==> src/hw/rtl/hfd_pkg.sv <==
// Shared types and constants for the Hermite fractional delay line.
// No dependencies; the files that use this package refer to it by scoped names.
`default_nettype none

package hfd_pkg;

  // Field widths
  localparam int SAMPLE_W  = 24;
  localparam int DELAY_W   = 26;
  localparam int FRAC_W    = 16;

  // Internal arithmetic widths
  localparam int DIFF_W    = SAMPLE_W + 1;   // difference of two samples
  localparam int ACC_W     = 31;             // Horner accumulator / coefficients
  localparam int PROD_W    = ACC_W + FRAC_W + 1;
  localparam int SUM_W     = PROD_W + 1;

  localparam int SAMPLE_MAX = 8388607;
  localparam int SAMPLE_MIN = -8388608;

  localparam int BUFFER_LENGTH_DEF = 1024;

  // Opcode values
  localparam logic OP_WRITE = 1'b0;
  localparam logic OP_READ  = 1'b1;

  // Sequencer states
  typedef enum logic [3:0] {
    ST_CLEAR,
    ST_IDLE,
    ST_ADDR,
    ST_FETCH,
    ST_DIFF,
    ST_A2,
    ST_B2,
    ST_MUL1,
    ST_ADD1,
    ST_MUL2,
    ST_ADD2,
    ST_MUL3,
    ST_ADD3
  } state_t;

  // Shared multiply-add unit operations
  typedef enum logic [1:0] {
    MAC_NOP,
    MAC_LOAD,
    MAC_MUL,
    MAC_ADD
  } mac_op_t;

  typedef struct packed {
    mac_op_t                  op;
    logic signed [ACC_W-1:0]  addend;   // added at weight 2^16
    logic                     last;     // final step: round by 2^17, keep accumulator
  } mac_ctrl_t;

endpackage

`default_nettype wire

==> src/hw/rtl/hfd_mac.sv <==
// Shared multiply / add / round unit for the Horner evaluation.
// Depends on hfd_pkg (widths, mac_ctrl_t).
`default_nettype none

module hfd_mac (
  input  wire logic                                 clk,
  input  wire hfd_pkg::mac_ctrl_t                   ctrl,
  input  wire logic signed [hfd_pkg::ACC_W-1:0]     load_val,
  input  wire logic        [hfd_pkg::FRAC_W-1:0]    frac,
  output logic signed      [hfd_pkg::SAMPLE_W-1:0]  sat
);

  localparam int SUM_W = hfd_pkg::SUM_W;
  localparam logic signed [SUM_W-1:0] SAT_HI   = SUM_W'(hfd_pkg::SAMPLE_MAX);
  localparam logic signed [SUM_W-1:0] SAT_LO   = SUM_W'(hfd_pkg::SAMPLE_MIN);
  localparam logic signed [SUM_W-1:0] BIAS_16  = SUM_W'(1) <<< (hfd_pkg::FRAC_W - 1);
  localparam logic signed [SUM_W-1:0] BIAS_17  = SUM_W'(1) <<< hfd_pkg::FRAC_W;

  logic signed [hfd_pkg::ACC_W-1:0]   acc;
  logic signed [hfd_pkg::PROD_W-1:0]  prod;
  logic signed [hfd_pkg::FRAC_W:0]    frac_s;
  logic signed [SUM_W-1:0]            sum;
  logic signed [SUM_W-1:0]            biased;
  logic signed [SUM_W-1:0]            rnd;

  assign frac_s = $signed({1'b0, frac});

  // prod + addend*2^16, rounded half up by 2^16 (or 2^17 on the last step)
  assign sum    = SUM_W'(prod) + (SUM_W'(ctrl.addend) <<< hfd_pkg::FRAC_W);
  assign biased = sum + (ctrl.last ? BIAS_17 : BIAS_16);
  assign rnd    = ctrl.last ? (biased >>> (hfd_pkg::FRAC_W + 1))
                            : (biased >>> hfd_pkg::FRAC_W);

  // Saturate to the sample range
  always_comb begin
    if (rnd > SAT_HI) begin
      sat = hfd_pkg::SAMPLE_W'(hfd_pkg::SAMPLE_MAX);
    end else if (rnd < SAT_LO) begin
      sat = hfd_pkg::SAMPLE_W'(hfd_pkg::SAMPLE_MIN);
    end else begin
      sat = rnd[hfd_pkg::SAMPLE_W-1:0];
    end
  end

  // Accumulator and registered product
  always_ff @(posedge clk) begin
    case (ctrl.op)
      hfd_pkg::MAC_LOAD: acc  <= load_val;
      hfd_pkg::MAC_MUL:  prod <= acc * frac_s;
      hfd_pkg::MAC_ADD: begin
        if (!ctrl.last) begin
          acc <= rnd[hfd_pkg::ACC_W-1:0];
        end
      end
      default: ;
    endcase
  end

endmodule

`default_nettype wire
==> config.mk <==
export PLATFORM = sky130hd
export DESIGN_NAME = hfd_mac
export DESIGN_NICKNAME = d
export VERILOG_FILES = /design/src/hw/rtl/hfd_pkg.sv /design/src/hw/rtl/hfd_mac.sv
export SDC_FILE = /design/constraint.sdc
export NUM_CORES = 1
export LEC_CHECK = 0
export BUFFER_PORTS_ARGS = -buffer_cell sky130_fd_sc_hd__clkbuf_2
export CORE_MARGIN = 3
export CORE_UTILIZATION = 35
export DETAILED_ROUTE_END_ITERATION = 10
export PLACE_DENSITY = 0.53
export SYNTH_ARGS = -nofsm -noshare
export SYNTH_HDL_FRONTEND = slang
export SYNTH_SLANG_ARGS = --single-unit
==> constraint.sdc <==
create_clock -name clk -period 10.95 [get_ports clk]
set_input_delay 2.19 -clock clk [delete_from_list [all_inputs] [get_ports clk]]
set_output_delay 2.19 -clock clk [all_outputs]
set_load 0.01 [all_outputs]
---- Yosys cells after proc, flatten, opt, wreduce, memory -nomap -nowiden ----
Index checks and enable logic that the tools add are counted.
storage, ports and cells
  register bits after elaboration ......... 79
  word-level logic and storage cells ...... 19
operators by class
  $add $sub $neg .......................... 2
  $mul .................................... 1
  magnitude comparators ................... 2
  equality and inequality tests ........... 4
  muxes and demuxes ....................... 6
  reduce and logical (&&, ||, !) cells .... 2
operators by type and width
  operator                                                                        count
  31-bit one-hot mux with 2 select lines                                          1
  48-bit by 47-bit adder with 49-bit output                                       1
  49-bit by 18-bit adder with 49-bit output                                       1
  31-bit by 17-bit multiplier with 48-bit output                                  1
  24-bit two-way mux                                                              2
  33-bit by 24-bit > comparator with 1-bit output, second input constant          1
  33-bit by 24-bit less-than comparator with 1-bit output, second input constant  1
  32-bit two-way mux                                                              1
  31-bit two-way mux                                                              1
  17-bit two-way mux                                                              1
  2-bit equality test, second input constant                                      2
  2-bit by 1-bit equality test with 1-bit output, second input constant           1
  2-bit != test, second input constant                                            1
  2-bit AND reduction                                                             1
  2-bit nonzero test                                                              1

---- Depth between registers and ports, before layout ----
Gate-level depths: netlist of the first run.
  depth after elaboration ................. 6
  mapped depth ............................ 24
  depth with buffers taken out ............ 23

---- Least setup slack after synthesis of the first run ----
Ideal clock, no wire load.
  path kind ............................... input to register
  from .................................... input port frac[2] in the netlist's numbering
  to ...................................... register prod[45] in the netlist's numbering, data pin
  data arrival time ....................... 8.021 ns
  slack ................................... 2.666 ns
  stages on the path ...................... 22
  path buffers ............................ 1
  cells stage by stage .................... clkbuf_1 -> nand2_1 -> fa_1 -> fa_1 -> fa_1 -> inv_1 -> fa_1 -> fa_1 -> inv_1 -> fa_1 -> inv_1 -> ha_1 -> a2111oi_0 -> o21ai_0 -> a41oi_1 -> o311ai_0 -> nand2_1 -> o211ai_1 -> a21o_1 -> a21o_1 -> a221oi_1 -> xnor2_1
on the way
  longest elaborated chain between the ends .. 1
RTL lines
  what                                            line           text
  start: declaration                              hfd_mac.sv:9   input wire logic [hfd_pkg::FRAC_W-1:0] frac,
  31-bit by 17-bit multiplier with 48-bit output  hfd_mac.sv:49  hfd_pkg::MAC_MUL: prod <= acc * frac_s;
  end signal: assignment                          hfd_mac.sv:49
  end: declaration                                hfd_mac.sv:20  logic signed [hfd_pkg::PROD_W-1:0] prod;
No other way between the ends.
A chain may end at the register's enable or synchronous reset.

---- Worst setup path in the final report of the first run ----
  from .................................... input port ctrl[0] in the netlist's numbering
  to ...................................... output port sat[1] in the netlist's numbering
on the way
  longest elaborated chain between the ends .. 6
  elaborated cells on any way between the ends .. 7
  those cells by class .................... add/sub: 1; order compare: 2; mux: 4
RTL lines
  what                                                     line           text
  start: declaration                                       hfd_mac.sv:7   input wire hfd_pkg::mac_ctrl_t ctrl,
  17-bit two-way mux                                       hfd_mac.sv:30  assign biased = sum + (ctrl.last ? BIAS_17 : BIAS_16);
  49-bit by 18-bit adder with 49-bit output                hfd_mac.sv:30
  32-bit two-way mux                                       hfd_mac.sv:31  assign rnd = ctrl.last ? (biased >>> (hfd_pkg::FRAC_W + 1))
  33-bit by 24-bit less-than comparator with 1-bit output  hfd_mac.sv:38  end else if (rnd < SAT_LO) begin
  24-bit two-way mux                                       hfd_mac.sv:38
  24-bit two-way mux (*)                                   hfd_mac.sv:36  if (rnd > SAT_HI) begin
  end: declaration                                         hfd_mac.sv:10  output logic signed [hfd_pkg::SAMPLE_W-1:0] sat
Mark *: on every way between the ends. The rest lies on a longest branch, timed or not.

==> impl_metrics.csv, run 1 <==
group,metric,value,unit
die,core_area,60920,um^2
setup_path,critical-path-slowest-cell,"sky130_fd_sc_hd__o31ai_4",
cts,cts.clk_slew.worst_paths,0.05,ns
status,run_status,"completed",
timing,timing.setup.tns,0,ns
synthesis,cell_taking_the_most_area_after_synthesis,"sky130_fd_sc_hd__fa_1",
global_route,antenna_found_initial,1,
synthesis,netlist.area_leader.share,43.64,%
cts,clockBufferDepth,2,
place,globalplace.congestion,0.9007,
synthesis,top_count_cell_post_synth,"sky130_fd_sc_hd__inv_1",
min_path,type_of_the_most_critical_hold_path,"reg2reg",
cts,postCtsSetupBuffers,0,
setup_path,worstSetupPathType,"in2out",
die,die_x,255.5,um
routing,drc,0,
die,die-area,65290,um^2
setup_path,critical-path-top-delay-family,"compound AO/OA/AOI/OAI gates",
setup_path,cp_data_required_time,8.76,ns
cts,cts-root-buf,"sky130_fd_sc_hd__clkbuf_16",
routing,wl_per_cell,17.78,um
synthesis,post_synth_edffs,64,
synthesis,yosysUniqueCellTypes,64,
synthesis,synth_top_family_by_area,"adder cells",
cts,cts-resized-gates,0,
synthesis,netlist_top_cells_area,"sky130_fd_sc_hd__fa_1 44%, sky130_fd_sc_hd__ha_1 10%, sky130_fd_sc_hd__inv_1 9.5%, sky130_fd_sc_hd__edfxtp_1 8.8%, sky130_fd_sc_hd__and2_1 6.5%",
cts,clock-sinks,64,
die,num_rows,90,
timing,achievable-frequency,108.5,MHz
synthesis,async_reset_ff_share,0,%
cts,cts_made_buffers,9,
routing,dr.first_iter.drc_count,793,
setup_path,worst-r2r-setup-slack,3.46,ns
synthesis,synth.ff_latch_count,64,
synthesis,syn_area,21790,um^2
routing,detailed_route_via_count,15710,
global_route,vias_in_the_first_global_route,17100,
cells_and_area,layout_nets,3149,
timing,timing_worst_slew_pin_value,1.073,ns
routing,route.detailed.vias_per_inst,4.835,
synthesis,synth_fa_ha_area_share,53.74,%
synthesis,synth.yosys.warnings,0,
timing,final_critical_delay_including_setup_and_external_delays,9.216,ns
place,place.detailed.hpwl,47400,um
setup_path,worstSetupEndpointType,"output pin",
global_route,grt_start_max_net_pins,60,
timing,report.final.setup_viol,0,
synthesis,syn-mean-instance-area,9.129,um^2
routing,finalWirelength,57770,um
routing,top_signal_layer_used,"met5",
routing,wirelength_met1,25290,um
setup_path,arrival,7.03,ns
routing,drtAntennaViolNets,0,
die,start_util,35.77,%
setup_path,critPathLaunchType,"input port",
flow_run,cap_violations,0,
synthesis,synth_compound_gate_area_share,6.925,%
die,die_height,255.5,um
synthesis,number_of_instances_in_the_synthesized_netlist,2387,
cells_and_area,areaGrowthSynthToFinish,7.120,%
global_route,grt_remaining_overflow,0,
cts,clock_tree.htree_level_count,3,
die,ioPinCount,106,
timing,finalMaxSlewViolations,0,
synthesis,yosys-top-cells-count,"550 x sky130_fd_sc_hd__inv_1, 475 x sky130_fd_sc_hd__fa_1, 344 x sky130_fd_sc_hd__nand2_1, 228 x sky130_fd_sc_hd__and2_1, 176 x sky130_fd_sc_hd__ha_1",
synthesis,synthSimpleGateAreaFrac,15.46,%
synthesis,post_synth_xor_area_fraction,2.733,%
global_route,gr-usage-all-layers,18.19,%
timing,slew-limit-headroom,28.33,%
timing,finalHoldViolCount,0,
timing,unrepaired_setup_endpoints_after_global_routing,"false",
global_route,first_pass_grt_wire_length,94230,um
synthesis,synthMuxAreaShare,1.056,%
setup_path,critical-path-max-stage-delay,0.65,ns
cells_and_area,layout-drive-gt1-share,5.989,%
routing,wl_met2,29150,um
timing,timing.clock.skew,0.008371,ns
synthesis,ys_seq_area_share,8.819,%
cts,insertion_delay,0.34,ns
cells_and_area,n_antenna_cell,0,
setup_path,timing.critical_path.buf_inv,3,
routing,detailedRoute.firstPassIterationCount,5,
setup_path,crit_chain,"clkbuf_2, fa_1, ha_1, inv_1, fa_1, nor2b_4, o311a_4, o21ai_4, a31oi_1, a31oi_1, o311ai_1, xor2_1, or4_4, o31ai_4, o21ai_0, clkbuf_2",
timing,fin_crit_sh,84.16,%
synthesis,synth_fp_nets,3120,
cts,cts_hold_repair.buffers,0,
routing,met3WireLength,1933,um
cts,cts_tree,"built",
place,portBuffers,105,
synthesis,yosys_most_used_dff,"sky130_fd_sc_hd__edfxtp_1",
setup_path,cp_max_fo,23,
registers in the layout, summed over array words and instances, names as in the netlist:
| name | flops |
|---|---|
| acc | 31 |
| prod | 33 |
final timing paths:
check        startpoint  endpoint  cells past startpoint
min reg2reg    prod[15]    acc[0]                      4
min            prod[15]    acc[0]                      4
max reg2reg     acc[13]  prod[44]                     23
max             ctrl[0]    sat[1]                     16
cell type report:
cell class | count | area (um^2)
Inverter | 550 | 2064
Timing Repair Buffer | 118 | 623.1
Tap cell | 828 | 1036
Clock buffer | 9 | 225.2
Sequential cell | 64 | 1922
Clock inverter | 7 | 46.29
Multi-Input combinational cell | 1673 | 17430
Fill cell | 6209 | 37580
cell families after synthesis:
family	after synthesis
simple gates	691
compound gates	240
mux	23
fa+ha+maj	651
flops	64
buf+inv	650
xor+xnor	68
layout by cell type (no fill, tap or decap), types with 6 or more instances in the layout:
| cell type | n |
|---|---|
| sky130_fd_sc_hd__a21o_1 | 19 |
| sky130_fd_sc_hd__a21oi_1 | 60 |
| sky130_fd_sc_hd__a31oi_1 | 10 |
| sky130_fd_sc_hd__and2_1 | 228 |
| sky130_fd_sc_hd__and3_1 | 11 |
| sky130_fd_sc_hd__buf_4 | 13 |
| sky130_fd_sc_hd__clkbuf_16 | 9 |
| sky130_fd_sc_hd__clkbuf_2 | 105 |
| sky130_fd_sc_hd__edfxtp_1 | 64 |
| sky130_fd_sc_hd__fa_1 | 475 |
| sky130_fd_sc_hd__ha_1 | 176 |
| sky130_fd_sc_hd__inv_1 | 550 |
| sky130_fd_sc_hd__mux2i_1 | 23 |
| sky130_fd_sc_hd__nand2_1 | 344 |
| sky130_fd_sc_hd__nand2b_1 | 10 |
| sky130_fd_sc_hd__nand3_1 | 13 |
| sky130_fd_sc_hd__nand4_1 | 6 |
| sky130_fd_sc_hd__nor2_1 | 42 |
| sky130_fd_sc_hd__nor2b_1 | 12 |
| sky130_fd_sc_hd__nor3_1 | 7 |
| sky130_fd_sc_hd__o21a_1 | 8 |
| sky130_fd_sc_hd__o21ai_0 | 83 |
| sky130_fd_sc_hd__o21bai_1 | 8 |
| sky130_fd_sc_hd__xnor2_1 | 44 |
| sky130_fd_sc_hd__xor2_1 | 24 |
worst register-to-register path: stages, from the launching register on:
cell	delay (ns)
sky130_fd_sc_hd__edfxtp_1	0.70
sky130_fd_sc_hd__and2_1	0.33
sky130_fd_sc_hd__fa_1	0.53
sky130_fd_sc_hd__inv_1	0.05
sky130_fd_sc_hd__fa_1	0.46
sky130_fd_sc_hd__fa_1	0.52
sky130_fd_sc_hd__inv_1	0.06
sky130_fd_sc_hd__fa_1	0.48
sky130_fd_sc_hd__fa_1	0.56
sky130_fd_sc_hd__inv_1	0.06
sky130_fd_sc_hd__fa_1	0.53
sky130_fd_sc_hd__inv_1	0.04
sky130_fd_sc_hd__ha_1	0.36
sky130_fd_sc_hd__a2111oi_0	0.39
sky130_fd_sc_hd__o21ai_0	0.21
sky130_fd_sc_hd__a41oi_1	0.28
sky130_fd_sc_hd__o311ai_0	0.17
sky130_fd_sc_hd__buf_4	0.21
sky130_fd_sc_hd__nand2_1	0.10
sky130_fd_sc_hd__o211ai_1	0.21
sky130_fd_sc_hd__a31oi_1	0.38
sky130_fd_sc_hd__o21ai_0	0.27
sky130_fd_sc_hd__a21oi_1	0.26
sky130_fd_sc_hd__xnor2_1	0.08
metal layers:
layer | GRT usage (%) | vias up
met5 | 0 | -
met4 | 4.118 | 2
met3 | 1.880 | 71
met2 | 32.00 | 294
met1 | 24.24 | 8088
li1 | - | 7255
stage by stage:
step | setup WS [ns] | cell area (um^2) | utilization (%) | hold WS (ns) | cells
floorplan | 2.666 | 21790 | - | 0.8390 | 2387
global placement | 1.648 | 23070 | 37.87 | 1.153 | 3233
detailed placement | 1.504 | 23070 | 37.87 | 1.135 | 3233
CTS | 1.785 | 23340 | 38.32 | 1.161 | 3249
global route | 1.332 | 23340 | 38.32 | 1.177 | 3249
finish | 1.734 | 23340 | 38.32 | 1.096 | 3249
Power of run 1 is not shown: default switching activity piles up to over one toggle a cycle in this logic, so the estimate is an artifact.
==> run 2, diff against run 1 <==
Clock period 10.95 ns to 8.55 ns, I/O delays scaled along.
==> run 2 against run 1 <==
  * Global-route usage shrank 0.15 points
  * Sequential share of layout area shrank 0.17 points
  * Non-clock buffer count is 59 higher
  * Via count rose by 2.0%
  * Core utilization is 0.82 points higher
  * Critical path depth is 10 higher
  * Worst setup slack got worse by 1.3 ns
  * Clock skew rose by 0.0041 ns
  * Final cell count is 1.8% higher
  * First-iteration DRC count is 4.9% lower
  * Worst hold slack better by 0.019 ns
  * Die area is the same
==> impl_metrics.csv, run 2 (synthesis gave the netlist of run 1 again) <==
group,metric,value,unit
status,run_status,"completed",
timing,finalMaxSlewViolations,0,
routing,detailed_route_via_count,16030,
die,ioPinCount,106,
setup_path,worstSetupEndpoint,"prod[43]",
cells_and_area,mostFrequentLayoutCells,"550 x sky130_fd_sc_hd__inv_1, 475 x sky130_fd_sc_hd__fa_1, 344 x sky130_fd_sc_hd__nand2_1, 228 x sky130_fd_sc_hd__and2_1, 176 x sky130_fd_sc_hd__ha_1",
place,place.detailed.hpwl,49890,um
setup_path,critPathLaunchType,"input port",
timing,fin_crit_sh,95.33,%
setup_path,worstSetupEndpointType,"register",
timing,slew-limit-headroom,23.96,%
cts,clock-sinks,64,
global_route,vias_in_the_first_global_route,17220,
timing,finalHoldViolCount,0,
setup_path,regToRegStartpoint,"acc[10]",
flow_run,cap_violations,0,
cells_and_area,layout-drive-gt1-share,8.266,%
global_route,first_pass_grt_wire_length,93060,um
place,portBuffers,105,
timing,final_critical_delay_including_setup_and_external_delays,8.151,ns
cts,postCtsSetupBuffers,0,
cts,cts_tree,"built",
cts,clockBufferDepth,2,
place,globalplace.congestion,0.8822,
setup_path,reg_to_reg_endpoint,"prod[43]",
die,num_rows,90,
global_route,grt_start_max_net_pins,43,
cells_and_area,top_regs,"prod: 33 flops, acc: 31 flops",
global_route,grt_remaining_overflow,0,
timing,achievable-frequency,122.7,MHz
setup_path,arrival,8.25,ns
routing,route.detailed.vias_per_inst,4.846,
die,start_util,35.77,%
timing,timing.clock.skew,0.01242,ns
cts,cts-root-buf,"sky130_fd_sc_hd__clkbuf_16",
timing,timing_worst_slew_pin_value,1.138,ns
setup_path,r2r.worst_path.cells,24,
routing,drc,0,
global_route,gr-usage-all-layers,18.04,%
cells_and_area,utilization,39.14,%
timing,report.final.setup_viol,0,
setup_path,worstSetupPathType,"in2reg",
timing,unrepaired_setup_endpoints_after_global_routing,"false",
routing,wl_per_cell,17.54,um
routing,dr.first_iter.drc_count,754,
routing,detailedRoute.firstPassIterationCount,5,
cells_and_area,n_antenna_cell,0,
cts,cts_hold_repair.buffers,0,
cts,cts.clk_slew.worst_paths,0.06,ns
cts,clock_tree.htree_level_count,3,
setup_path,crit_start,"frac[7]",
cells_and_area,largest_register_ff_count,33,
cts,cts_made_buffers,9,
global_route,antenna_found_initial,1,
die,die_x,255.5,um
cells_and_area,largest_register_by_flop_count,"prod",
cells_and_area,most_common_cell_after_layout_fill_and_taps_aside,"sky130_fd_sc_hd__inv_1",
cells_and_area,layout_nets,3208,
routing,drtAntennaViolNets,0,
min_path,type_of_the_most_critical_hold_path,"reg2reg",
setup_path,cp_data_required_time,8.65,ns
setup_path,worst-r2r-setup-slack,1.21,ns
cts,insertion_delay,0.35,ns
cells_and_area,areaGrowthSynthToFinish,9.411,%
die,die_height,255.5,um
routing,finalWirelength,58030,um
timing,holdWs,1.115,ns
setup_path,cp_max_fo,11,
die,die-area,65290,um^2
die,core_area,60920,um^2
-- run 2: through the flow --
step / setup TNS (ns) / area, um^2 / setup slack (ns) / cells
after floorplan: 0 / 21790 / 0.7455 / 2387
after global placement: -2.249 / 23540 / -0.2675 / 3292
after detailed placement: -2.938 / 23540 / -0.3345 / 3292
after CTS: 0 / 23840 / 0.03878 / 3308
after global routing: 0 / 23840 / 0.04558 / 3308
final: 0 / 23840 / 0.3995 / 3308
-- run 2: how the worst min path moves through the flow --
stage          startpoint  slack (ns)  cells after the start  endpoint
2_1_floorplan    prod[15]        0.84                      4    acc[0]
3_3_place_gp     prod[15]        1.12                      4    acc[0]
3_5_place_dp     prod[15]        1.16                      4    acc[0]
4_1_cts          prod[15]        1.18                      4    acc[0]
5_1_grt          prod[15]        1.26                      4    acc[0]
6_report         prod[15]        1.12                      4    acc[0]
-- run 2: worst max-delay path, cell delays in order --
cell and delay (ns):
sky130_fd_sc_hd__clkbuf_2 0.18, sky130_fd_sc_hd__buf_4 0.19, sky130_fd_sc_hd__and2_1 0.15, sky130_fd_sc_hd__fa_1 0.55, sky130_fd_sc_hd__inv_1 0.06, sky130_fd_sc_hd__fa_1 0.49
sky130_fd_sc_hd__fa_1 0.51, sky130_fd_sc_hd__inv_1 0.05, sky130_fd_sc_hd__fa_1 0.46, sky130_fd_sc_hd__fa_1 0.53, sky130_fd_sc_hd__fa_1 0.49, sky130_fd_sc_hd__ha_1 0.32
sky130_fd_sc_hd__a21oi_1 0.18, sky130_fd_sc_hd__o21ai_0 0.22, sky130_fd_sc_hd__a211oi_2 0.42, sky130_fd_sc_hd__buf_4 0.22, sky130_fd_sc_hd__o311ai_0 0.12, sky130_fd_sc_hd__buf_4 0.18
sky130_fd_sc_hd__nand2_1 0.08, sky130_fd_sc_hd__o211ai_1 0.11, sky130_fd_sc_hd__buf_4 0.16, sky130_fd_sc_hd__a31oi_1 0.27, sky130_fd_sc_hd__o21ai_0 0.14, sky130_fd_sc_hd__buf_4 0.16
sky130_fd_sc_hd__buf_4 0.13, sky130_fd_sc_hd__xor2_1 0.13
-- run 2: what timing repair did --
item | CTS | global route
endpoints found under the hold margin | 0 | 0
gates resized for setup | 0 | 1
setup endpoints to repair | 0 | 9
-- run 2: final cells by class --
| class | instances | area [um^2] |
|---|---|---|
| fillers | 6182 | 37080 |
| clock inverters | 7 | 72.57 |
| repair buffers | 177 | 1091 |
| multi-input cells | 1673 | 17430 |
| well taps | 828 | 1036 |
| inverters | 550 | 2064 |
| flip-flops and latches | 64 | 1922 |
| clock buffers | 9 | 225.2 |
-- run 2: metal layers --
| layer | track usage (%) | up-vias | wire length (um) |
|---|---|---|---|
| met5 | 0 | - | 0 |
| met4 | 4.704 | 0 | 1572 |
| met3 | 2.028 | 73 | 1902 |
| met2 | 33.15 | 325 | 30710 |
| met1 | 22.49 | 8266 | 23840 |
| li1 | - | 7365 | - |
Power of run 2 is left out for the same reason.
==> run 3, diff against run 2 <==
--- a/config.mk
+++ b/config.mk
@@ -8,7 +8,7 @@
 export BUFFER_PORTS_ARGS = -buffer_cell sky130_fd_sc_hd__clkbuf_2
 export CORE_MARGIN = 3
-export CORE_UTILIZATION = 35
+export CORE_UTILIZATION = 55
 export DETAILED_ROUTE_END_ITERATION = 10
-export PLACE_DENSITY = 0.53
+export PLACE_DENSITY = 0.76
 export SYNTH_ARGS = -nofsm -noshare
 export SYNTH_HDL_FRONTEND = slang
==> constraint.sdc (replaced) <==
create_clock -name clk -period 9.7 [get_ports clk]
set_input_delay 1.94 -clock clk [delete_from_list [all_inputs] [get_ports clk]]
set_output_delay 1.94 -clock clk [all_outputs]
set_load 0.1 [all_outputs]
==> run 3 against run 2 <==
  * Flip-flop and latch count stayed put
  * Register-to-register slack improved by 1.1 ns
  * Non-clock buffer count fell by 52
  * Core utilization up 20 points
  * Clock skew shrank 0.0049 ns
  * Wire length shrank 6.6%
  * Count of clock-buffer cells in the layout unchanged
  * Die area shrank 36%
  * Sequential share of layout area is 0.29 points higher
  * Highest routed layer unchanged
==> impl_metrics.csv, run 3 (synthesis gave the netlist of run 1 again) <==
group,metric,value,unit
status,run_status,"completed",
cells_and_area,areaGrowthSynthToFinish,5.570,%
routing,route.detailed.vias_per_inst,5.482,
cells_and_area,largest_register_ff_count,33,
timing,final.setup.worst_slack,1.095,ns
cts,cts.clk_slew.worst_paths,0.05,ns
cells_and_area,layout-drive-gt1-share,6.224,%
place,globalplace.congestion,0.9515,
setup_path,critical-path-top-delay-family,"adder cells",
global_route,grt_remaining_overflow,0,
cts,clock_tree.htree_level_count,3,
timing,holdWs,1.141,ns
timing,slew-limit-headroom,27.54,%
setup_path,critical-path-slowest-cell,"sky130_fd_sc_hd__fa_1",
place,placedCellCount,2930,
cts,cts_tree,"built",
min_path,type_of_the_most_critical_hold_path,"reg2reg",
setup_path,worstSetupPathType,"in2reg",
die,core_area,38920,um^2
cts,cts-root-buf,"sky130_fd_sc_hd__clkbuf_16",
die,die-area,42040,um^2
cts,postCtsSetupBuffers,0,
routing,detailedRoute.firstPassIterationCount,5,
flow_run,cap_violations,0,
cts,cts_hold_repair.buffers,0,
cts,clock-sinks,64,
cells_and_area,final_cell_count_no_fill,2947,
cts,clockBufferDepth,2,
cts,cts_made_buffers,9,
timing,achievable-frequency,116.2,MHz
die,start_util,55.99,%
die,ioPinCount,106,
place,detailedPlace.worstSlack,0.7559,ns
routing,finalWirelength,54200,um
routing,dr.first_iter.drc_count,1153,
cells_and_area,fillers,3369,
timing,report.final.setup_viol,0,
cells_and_area,largest_register_by_flop_count,"prod",
timing,finalHoldViolCount,0,
timing,finalMaxSlewViolations,0,
setup_path,worstSetupEndpointType,"register",
setup_path,cp_data_required_time,9.86,ns
cts,cts-resized-gates,0,
routing,drtAntennaViolNets,0,
timing,unrepaired_setup_endpoints_after_global_routing,"false",
routing,wl_per_cell,18.39,um
cells_and_area,top_regs,"prod: 33 flops, acc: 31 flops",
cells_and_area,layout_nets,3156,
cells_and_area,sequential_cell_area,1922,um^2
timing,final_critical_delay_including_setup_and_external_delays,8.605,ns
setup_path,critical-path-max-stage-delay,0.53,ns
cts,insertion_delay,0.34,ns
setup_path,crit_chain,"clkbuf_2, buf_4, nand2_1, fa_1, inv_1, fa_1, inv_1, fa_1, inv_1, fa_1, fa_1, fa_1, ha_1, nand3_1, nor2_1, nand3_1, o311ai_0, buf_4, nand2_1, o211ai_1, a41oi_1, o21ai_0, nand2_1, a221oi_1",
global_route,gr-usage-all-layers,27.41,%
global_route,vias_in_the_first_global_route,17640,
place,place.detailed.hpwl,45180,um
timing,fin_crit_sh,88.71,%
routing,detailed_route_via_count,16160,
cells_and_area,multiInputGateArea,17440,um^2
cells_and_area,mostFrequentLayoutCells,"550 x sky130_fd_sc_hd__inv_1, 475 x sky130_fd_sc_hd__fa_1, 343 x sky130_fd_sc_hd__nand2_1, 228 x sky130_fd_sc_hd__and2_1, 176 x sky130_fd_sc_hd__ha_1",
routing,drc,0,
setup_path,cp_max_fo,16,
setup_path,critPathLaunchType,"input port",
global_route,antenna_found_initial,2,
timing,timing_worst_slew_pin_value,1.084,ns
timing,timing.clock.skew,0.007550,ns
global_route,first_pass_grt_wire_length,90600,um
die,die_x,205.0,um
cells_and_area,most_common_cell_after_layout_fill_and_taps_aside,"sky130_fd_sc_hd__inv_1",
place,portBuffers,105,
setup_path,worst_path_most_repeated_cell,"sky130_fd_sc_hd__fa_1",
die,num_rows,72,
timing,timing.setup.tns,0,ns
setup_path,timing.critical_path.buf_inv,6,
die,die_height,205.0,um
global_route,grt_start_max_net_pins,60,
setup_path,arrival,8.76,ns
-- run 3: changes by cell type in the layout (fill, tap and decap cells not counted), sizes merged --
cell	before	now
buf	72	20
bufinv	1	0
clkinv	5	4
diode	0	3
-- run 3: worst register-to-register path: stages (launching register included) --
cell and delay (ns):
sky130_fd_sc_hd__edfxtp_1 0.67, sky130_fd_sc_hd__and2_1 0.32, sky130_fd_sc_hd__fa_1 0.54, sky130_fd_sc_hd__inv_1 0.06
sky130_fd_sc_hd__fa_1 0.57, sky130_fd_sc_hd__fa_1 0.45, sky130_fd_sc_hd__fa_1 0.49, sky130_fd_sc_hd__inv_1 0.05
sky130_fd_sc_hd__fa_1 0.53, sky130_fd_sc_hd__inv_1 0.06, sky130_fd_sc_hd__fa_1 0.52, sky130_fd_sc_hd__inv_1 0.04
sky130_fd_sc_hd__ha_1 0.29, sky130_fd_sc_hd__a21oi_1 0.06, sky130_fd_sc_hd__o21ai_0 0.20, sky130_fd_sc_hd__a211oi_1 0.09
sky130_fd_sc_hd__buf_4 0.18, sky130_fd_sc_hd__o311ai_0 0.41, sky130_fd_sc_hd__buf_4 0.23, sky130_fd_sc_hd__nand2_1 0.09
sky130_fd_sc_hd__o211ai_1 0.35, sky130_fd_sc_hd__a41oi_1 0.20, sky130_fd_sc_hd__o21ai_0 0.41, sky130_fd_sc_hd__nand2_1 0.12
sky130_fd_sc_hd__a221oi_1 0.27
-- run 3: area by class of cell --
class                   count  area share, %
multi-input cells        1673          75.79
inverters                 550          8.974
flip-flops and latches     64          8.354
repair buffers            125          2.937
well taps                 518          2.817
clock buffers               9         0.9790
clock inverters             5         0.1142
diodes                      3        0.03263
-- run 3: metal layers --
| layer | part of all wire [%] | vias up | track usage [%] |
|---|---|---|---|
| met5 | 0 | - | 0 |
| met4 | 3.4 | 0 | 9.348 |
| met3 | 7.1 | 123 | 4.767 |
| met2 | 49 | 586 | 45.80 |
| met1 | 40 | 8187 | 36.41 |
| li1 | - | 7260 | - |
-- run 3: through the flow --
step	utilization (%)	instance area [um^2]
finish	59.11	23000
floorplan	-	21790
global route	59.10	23000
global placement	58.45	22750
detailed placement	58.45	22750
CTS	59.09	23000
-- run 3: path summary, 6_finish.rpt --
| kind | start | endpoint | slack, ns | depth (start not counted) |
|---|---|---|---|---|
| hold / removal | prod[15] | acc[0] | 1.14 | 4 |
| setup reg to reg | acc[5] | prod[46] | 2.34 | 24 |
| hold reg to reg | prod[15] | acc[0] | 1.14 | 4 |
| setup / recovery | frac[8] | prod[46] | 1.10 | 24 |
Power of run 3 is left out for the same reason.
